<file path="config.mk">
export PLATFORM = sky130hd
export DESIGN_NAME = base64_codec_core
export DESIGN_NICKNAME = d
export VERILOG_FILES = /design/src/design/b64c_pkg.sv /design/src/design/base64_codec_core.sv
export VERILOG_INCLUDE_DIRS = /design/src /design/src/design
export SDC_FILE = /design/constraint.sdc
export NUM_CORES = 1
export LEC_CHECK = 0
export BUFFER_PORTS_ARGS = -buffer_cell sky130_fd_sc_hd__buf_2
export CELL_PAD_IN_SITES_DETAIL_PLACEMENT = 0
export CELL_PAD_IN_SITES_GLOBAL_PLACEMENT = 1
export CORE_MARGIN = 3
export CORE_UTILIZATION = 52
export DETAILED_ROUTE_END_ITERATION = 16
export PLACE_DENSITY_LB_ADDON = 0.1
export SLEW_MARGIN = 10
export SYNTH_ARGS = -nofsm -noshare
export SYNTH_HDL_FRONTEND = slang
export SYNTH_SLANG_ARGS = --single-unit
</file>
<file path="constraint.sdc">
create_clock -name clock -period 7.2 [get_ports clock]
set_input_delay 0.36 -clock clock [delete_from_list [all_inputs] [get_ports clock]]
set_output_delay 0.36 -clock clock [all_outputs]
set_load 0.005 [all_outputs]
</file>
<file path="src/design/base64_codec_core_assert.svh">
// Assertion macros for the base64 codec core.
// Used by base64_codec_core.sv; needs nothing else.
`ifndef BASE64_CODEC_CORE_ASSERT_SVH
`define BASE64_CODEC_CORE_ASSERT_SVH

// same-cycle implication, disabled while in reset
`define B64C_ASSERT_IMP(label, clk, rst, ante, cons, msg) \
   label: assert property (@(posedge clk) disable iff (rst) (ante) |-> (cons)) \
      else $error(msg);

// next-cycle implication, disabled while in reset
`define B64C_ASSERT_NXT(label, clk, rst, ante, cons, msg) \
   label: assert property (@(posedge clk) disable iff (rst) (ante) |=> (cons)) \
      else $error(msg);

`endif

</file>
<file path="src/design/b64c_pkg.sv">
// Types, constants and alphabet functions for the base64 codec core.
// No dependencies; imported by base64_codec_core.
`default_nettype none

package b64c_pkg;

   localparam logic [7:0] CHAR_PAD   = 8'h3D;  // '='
   localparam logic [7:0] CHAR_PLUS  = 8'h2B;  // '+'
   localparam logic [7:0] CHAR_SLASH = 8'h2F;  // '/'

   localparam logic MODE_ENCODE = 1'b0;
   localparam logic MODE_DECODE = 1'b1;

   typedef struct packed {
      logic [7:0] data_in;
      logic       last_in;
   } b64c_req_type;

   typedef struct packed {
      logic [7:0] data_out;
      logic       last_out;
      logic       error;
   } b64c_rsp_type;

   // sextet -> character, standard alphabet
   function automatic logic [7:0] b64c_enc_char(input logic [5:0] v);
      logic [7:0] c;
      case (v) inside
         [6'd0:6'd25]:  c = 8'h41 + {2'b00, v};
         [6'd26:6'd51]: c = 8'h61 + {2'b00, v} - 8'd26;
         [6'd52:6'd61]: c = 8'h30 + {2'b00, v} - 8'd52;
         6'd62:         c = CHAR_PLUS;
         default:       c = CHAR_SLASH;
      endcase
      return c;
   endfunction

   // character -> sextet; anything outside the alphabet (incl. pad) gives zero
   function automatic logic [5:0] b64c_dec_char(input logic [7:0] c);
      logic [7:0] d;
      case (c) inside
         [8'h41:8'h5A]: d = c - 8'h41;
         [8'h61:8'h7A]: d = c - 8'h61 + 8'd26;
         [8'h30:8'h39]: d = c - 8'h30 + 8'd52;
         CHAR_PLUS:     d = 8'd62;
         CHAR_SLASH:    d = 8'd63;
         default:       d = 8'd0;
      endcase
      return d[5:0];
   endfunction

endpackage

`default_nettype wire

</file>
<file path="src/design/base64_codec_core.sv">
// Streaming base64 codec, standard alphabet with '=' padding.
// Depends on b64c_pkg and base64_codec_core_assert.svh.
//
// Encode (mode 0) takes one byte per word and gives four characters for
// every third byte, or a padded group on the byte marked last. Decode
// (mode 1) takes one character per word and gives three bytes for every
// fourth, dropping one byte per '=' in the third and fourth position of the
// last group; a message ending inside a group gives one word with error
// set. Each input word is handled in the cycle it is accepted and its
// results are loaded into a four-word result buffer that drains one word
// per cycle on rsp while rsp_ready is high. A word that completes no
// group is taken every cycle; a word that completes a group is taken once
// the buffer is empty or is handing out its final word, so throughput is
// set by the result port. Mode writes clear any partial group and must be
// made idle.
`default_nettype none
`include "base64_codec_core_assert.svh"

module base64_codec_core
   import b64c_pkg::*;
(
   input  wire logic         clock,
   input  wire logic         reset,
   input  wire logic         req_valid,
   output logic              req_ready,
   input  wire b64c_req_type req_data,
   output logic              rsp_valid,
   input  wire logic         rsp_ready,
   output b64c_rsp_type      rsp_data,
   input  wire logic         csr_we,
   input  wire logic         csr_wdata
);

   logic         mode_ff;
   logic [17:0]  group_bits_ff, group_bits_in;
   logic [1:0]   group_count_ff, group_count_in;
   logic [1:0]   pad_seen_ff, pad_seen_in;
   b64c_rsp_type buf_ff [4];
   b64c_rsp_type buf_in [4];
   logic [2:0]   buf_cnt_ff;
   logic [1:0]   rd_idx_ff;

   logic [2:0]   held;
   logic         is_pad;
   logic [5:0]   sextet;
   logic [23:0]  triple;
   logic [2:0]   n_res;
   logic [2:0]   n_chars;
   logic [1:0]   drops;
   logic [1:0]   pad_upd;
   logic         produces;
   logic         req_take;
   logic         rsp_take;

   assign held     = {1'b0, group_count_ff} + 3'd1;
   assign is_pad   = (req_data.data_in == CHAR_PAD);
   assign sextet   = b64c_dec_char(req_data.data_in);
   assign produces = (mode_ff == MODE_DECODE) ? (held == 3'd4 || req_data.last_in)
                                              : (held == 3'd3 || req_data.last_in);

   assign req_ready = !produces || buf_cnt_ff == 3'd0 || (buf_cnt_ff == 3'd1 && rsp_ready);
   assign req_take  = req_valid && req_ready;
   assign rsp_valid = (buf_cnt_ff != 3'd0);
   assign rsp_take  = rsp_valid && rsp_ready;
   assign rsp_data  = buf_ff[rd_idx_ff];

   always_comb begin
      group_bits_in  = group_bits_ff;
      group_count_in = group_count_ff;
      pad_seen_in    = pad_seen_ff;
      n_res          = 3'd0;
      triple         = 24'd0;
      n_chars        = 3'd0;
      drops          = 2'd0;
      pad_upd        = pad_seen_ff;
      for (int k = 0; k < 4; k++) begin
         buf_in[k] = '0;
      end

      if (mode_ff == MODE_ENCODE) begin
         if (!produces) begin
            group_bits_in  = {group_bits_ff[9:0], req_data.data_in};
            group_count_in = held[1:0];
         end else begin
            // left-align the held bytes in the 24-bit group
            case (held)
               3'd1:    triple = {req_data.data_in, 16'd0};
               3'd2:    triple = {group_bits_ff[7:0], req_data.data_in, 8'd0};
               default: triple = {group_bits_ff[15:0], req_data.data_in};
            endcase
            n_chars = held + 3'd1;
            for (int k = 0; k < 4; k++) begin
               buf_in[k].data_out = (3'(k) < n_chars) ?
                                    b64c_enc_char(triple[(23 - 6 * k) -: 6]) : CHAR_PAD;
               buf_in[k].last_out = (k == 3) ? req_data.last_in : 1'b0;
               buf_in[k].error    = 1'b0;
            end
            n_res          = 3'd4;
            group_bits_in  = '0;
            group_count_in = 2'd0;
            pad_seen_in    = 2'd0;
         end
      end else begin
         pad_upd = pad_seen_ff | {(held == 3'd3) && is_pad, (held == 3'd4) && is_pad};
         if (held != 3'd4) begin
            if (req_data.last_in) begin
               // message ends inside a group
               buf_in[0].data_out = 8'd0;
               buf_in[0].last_out = 1'b1;
               buf_in[0].error    = 1'b1;
               n_res          = 3'd1;
               group_bits_in  = '0;
               group_count_in = 2'd0;
               pad_seen_in    = 2'd0;
            end else begin
               group_bits_in  = {group_bits_ff[11:0], sextet};
               group_count_in = held[1:0];
               pad_seen_in    = pad_upd;
            end
         end else begin
            triple = {group_bits_ff, sextet};
            if (req_data.last_in) begin
               drops = {1'b0, pad_upd[1]} + {1'b0, pad_upd[0]};
            end
            n_res = 3'd3 - {1'b0, drops};
            for (int k = 0; k < 3; k++) begin
               buf_in[k].data_out = triple[(23 - 8 * k) -: 8];
               buf_in[k].last_out = (3'(k + 1) == n_res) ? req_data.last_in : 1'b0;
               buf_in[k].error    = 1'b0;
            end
            group_bits_in  = '0;
            group_count_in = 2'd0;
            pad_seen_in    = 2'd0;
         end
      end
   end

   always_ff @(posedge clock) begin
      if (reset) begin
         mode_ff        <= MODE_ENCODE;
         group_bits_ff  <= '0;
         group_count_ff <= 2'd0;
         pad_seen_ff    <= 2'd0;
      end else if (csr_we) begin
         mode_ff        <= csr_wdata;
         group_bits_ff  <= '0;
         group_count_ff <= 2'd0;
         pad_seen_ff    <= 2'd0;
      end else if (req_take) begin
         group_bits_ff  <= group_bits_in;
         group_count_ff <= group_count_in;
         pad_seen_ff    <= pad_seen_in;
      end
   end

   always_ff @(posedge clock) begin
      if (reset) begin
         buf_cnt_ff <= 3'd0;
         rd_idx_ff  <= 2'd0;
      end else if (req_take && n_res != 3'd0) begin
         buf_cnt_ff <= n_res;
         rd_idx_ff  <= 2'd0;
      end else if (rsp_take) begin
         buf_cnt_ff <= buf_cnt_ff - 3'd1;
         rd_idx_ff  <= rd_idx_ff + 2'd1;
      end
   end

   always_ff @(posedge clock) begin
      if (req_take && n_res != 3'd0) begin
         for (int k = 0; k < 4; k++) begin
            buf_ff[k] <= buf_in[k];
         end
      end
   end

   `B64C_ASSERT_IMP(a_buf_cnt_range, clock, reset, 1'b1, buf_cnt_ff <= 3'd4,
                    "result buffer count above four")
   `B64C_ASSERT_IMP(a_error_is_last, clock, reset, rsp_valid && rsp_data.error,
                    rsp_data.last_out && rsp_data.data_out == 8'd0,
                    "error word not marked last")
   `B64C_ASSERT_IMP(a_encode_no_error, clock, reset, rsp_valid && mode_ff == MODE_ENCODE,
                    !rsp_data.error, "error flagged while encoding")
   `B64C_ASSERT_NXT(a_drain_empties, clock, reset,
                    rsp_take && buf_cnt_ff == 3'd1 && !(req_take && n_res != 3'd0),
                    !rsp_valid, "result buffer not empty after final word")

endmodule

`default_nettype wire

</file>
==> flow_summary_export.csv <==
group,metric,value,unit
route,via_per_inst,6.739,
sta,final_max_slew_viol_count,0,
layout,layout-drive-gt1-share,0.1198,
synthesis,synth_edf_count,37,
sta,timing.slew.headroom,0.1583,
global_routing,grt_pass1_wl,27590,µm
synthesis,synth_most_common_cell,"nor2_1",
worst_hold_path,min_to,"mode_ff$_SDFFE_PP0P_",
clock_network,cts_sinks,67,
synthesis,synth_top_family_by_area,"compound AO/OA/AOI/OAI gates",
placed_design,io_buffers,26,
power,p_leak,0.002325,µW
synthesis,synthFlopType,"edfxtp_1",
power,power_frac_clock,0.332,
synthesis,synth_seq_cells,67,
clock_network,clk_latency,360,ps
synthesis,async_flop_share,0,
synthesis,synth_cell_types,77,
setup_path,cp_max_fo,31,
sta,hold_viol,0,
synthesis,synth_common_cells,"52 x nor2_1, 49 x nand2_1, 48 x o21ai_0",
global_routing,grt_antenna_before_repair,0,
worst_hold_path,hold_path.class,"input port to register",
sta,worstMarginPinSlew,1258,ps
clock_network,cts_resized,0,
synthesis,synth_top_cell_by_area,"edfxtp_1",
sta,finalCritPeriodShare,0.6190,
synthesis,synthesis.nets,730,
placed_design,placed_area,5869,µm²
setup_path,arrival,4560,ps
route,wl,17480,µm
power,ir_drop,0.0001511,V
synthesis,synth_area,5738,µm²
layout,syn_to_final_growth,6.498,%
synthesis,synth_xor_area_frac,0.03663,
synthesis,synth_mux_area_frac,0.03903,
sta,max_freq,0.2244,GHz
die,rows,37,
layout,fin_util,0.5815,
power,combPwrFrac,0.255,
clock_network,cts_root_buffer,"clkbuf_8",
global_routing,grt-ovfl-total,0,
setup_path,endpoint_kind,"register",
synthesis,yosysSeqAreaShare,0.2983,
clock_network,cts_setup_buffers,0,
setup_path,startpoint_type,"register",
route,drc,0,
synthesis,synth-simple-area-share,0.1893,
setup_path,cpPeakStageDelay,910,ps
global_routing,grt_usage,0.2791,
die,chipHeight,111.0,µm
setup_path,crit_chain,"inv_1 > ha_1 > buf_4 > nor2_2 > a21oi_1 > ha_1 > nor2_1 > a211oi_1 > o31ai_1 > o21ai_0 > a221o_1",
route,wl_per_cell,21.53,µm
synthesis,synth_top_area_share,0.1936,
synthesis,yosysWarnings,0,
die,ios,27,
sta,min_period,4457,ps
synthesis,yosys-top-cells-area,"edfxtp_1 19%, dfxtp_1 10%, ha_1 8.3%, o21ai_0 4.2%, mux4_2 3.5%",
global_routing,grt_pass1_vias,5071,
synthesis,synth_compound_area_frac,0.2952,
setup_path,required,7310,ps
clock_network,cts-htree-levels,3,
setup_path,cp_slowest_cell,"nor2_2",
sta,final-setup-viol-count,0,
route,drt_iter0_drc,448,
placed_design,hpwl,12560,µm
placed_design,dp_cells,796,
clock_network,clkTransAtPathRegs,80,ps
worst_hold_path,min-delay-start,"csr_wdata",
worst_hold_path,hold_path_depth,3,
die,core,10510,µm²
power,p_sw_frac,0.3165,
synthesis,netlist_instances,677,
die,start_util,0.5460,
power,power_density,187.9,nW/µm²
synthesis,synth-adder-area-share,0.08286,
layout,layout.cells.non_filler,812,
sta,rsz0062_at_grt,"no",
power,internal_power,784.9,µW
clock_network,cts_tree,"yes",
global_routing,grt_max_degree,45,
placed_design,gp_congestion,0.9336,
clock_network,cts_buffer_depth,2,
sta,hold_slack,245.1,ps
setup_path,ff2ff_setup_slack,2740,ps
die,fp.dieW,111.0,µm
clock_network,hold_buffers,0,
setup_path,reg2reg_to,"buf_ff[0][5]$_DFFE_PP_",
die,die_area,12330,µm²
job,cap_violations,0,
setup_path,timing.rr.start,"group_count_ff[0]$_SDFFE_PP0P_",
route,vias,5472,
route,ant_nets,0,
route,dr.pass1.iters,5,
sta,clock_skew,8.406,ps
power,netSwitchingPower,363.5,µW
layout,n_antenna_cell,0,
layout,fin_area,6111,µm²
setup_path,ff2ff_path_depth,11,
status,status,"completed",
sta,fin_tns_setup,0,ps
layout,nets,724,
clock_network,cts_made_buffers,9,
setup_path,crit_type,"register to register",
power,power_frac_seq,0.413,
synthesis,synth_area_per_cell,8.476,µm²
setup_path,crit_path_frequent_cell,"ha_1",
[power by group through the flow]
stage                     Sequential (µW)  Combinational, µW  Clock [µW]
final                                 474                293         382
after global routing                  478                320         404
after CTS                             474                289         385
after detailed placement              482                287           0
after global placement                481                284           0
after floorplan                       460                225           0
[final cells by class]
class / count / area, µm²
clock buffer: 10 / 127.6
clock inverter: 6 / 113.9
sequential: 67 / 1712
multi-input combinational: 529 / 3696
tap: 136 / 170.2
inverter: 33 / 123.9
timing repair buffer: 31 / 167.7
fill: 951 / 4398
[cells by family after synthesis]
group / count (synthesis)
AO/OA/AOI/OAI: 241
AND/OR/NAND/NOR: 215
buffers and inverters: 81
flip-flops: 67
adder cells (fa/ha/maj): 38
XOR/XNOR: 24
multiplexers: 11
[flip-flops by register name, indices dropped and copies added (netlist names), named ones only]
register        count
buf_ff             37
group_bits_ff      18
buf_cnt_ff          3
group_count_ff      2
pad_seen_ff         2
rd_idx_ff           2
mode_ff             1
[routing by layer]
metal	up-vias	GRT usage	routed length, µm
li1	2566	-	-
met1	2633	0.3743	7579
met2	238	0.4567	8326
met3	35	0.05731	1217
met4	0	0.08273	359
met5	-	0	0
[critical path: cells and delay by family (launching register included)]
family / cells / cell delay (ps)
compound gates: 5 / 1660
simple gates: 2 / 1090
fa+ha+maj: 2 / 610
flops: 1 / 480
buf+inv: 2 / 370
[cell usage in the layout, fill, tap and decap left out, types with 10 or more instances in the layout]
cell and n:
inv_1 33, xnor2_1 16, a22o_1 12, o31ai_1 13, nor2_1 52, edfxtp_1 37
nor3_1 26, a21o_1 15, buf_2 26, a31oi_1 22, and3_1 10, dfxtp_1 30
nand3_1 14, ha_1 38, nand4_1 11, nand2_1 49, o211ai_1 11, a21oi_1 37
o21ai_0 48, a221oi_1 18
[how the worst max path moves through the flow]
stage / cells after the start / startpoint / slack (ps) / endpoint
floorplan: 15 / group_count_ff[0]$_SDFFE_PP0P_ / 3860 / buf_ff[3][3]$_SDFFCE_PP0P_
global placement: 11 / group_count_ff[0]$_SDFFE_PP0P_ / 3090 / buf_ff[0][5]$_DFFE_PP_
detailed placement: 11 / group_count_ff[0]$_SDFFE_PP0P_ / 2840 / buf_ff[0][5]$_DFFE_PP_
CTS: 11 / group_count_ff[0]$_SDFFE_PP0P_ / 2820 / buf_ff[0][5]$_DFFE_PP_
global route: 12 / group_count_ff[0]$_SDFFE_PP0P_ / 2430 / buf_ff[0][4]$_DFFE_PP_
finish: 11 / group_count_ff[0]$_SDFFE_PP0P_ / 2740 / buf_ff[0][5]$_DFFE_PP_
[through the flow]
stage	setup WS [ps]	total power (µW)
after floorplan	3865	684.3
after global placement	3088	765.1
after detailed placement	2841	769.9
after CTS	2816	1147
after global routing	2428	1203
final	2743	1148
No activity file was read; power rests on OpenSTA's default activity.
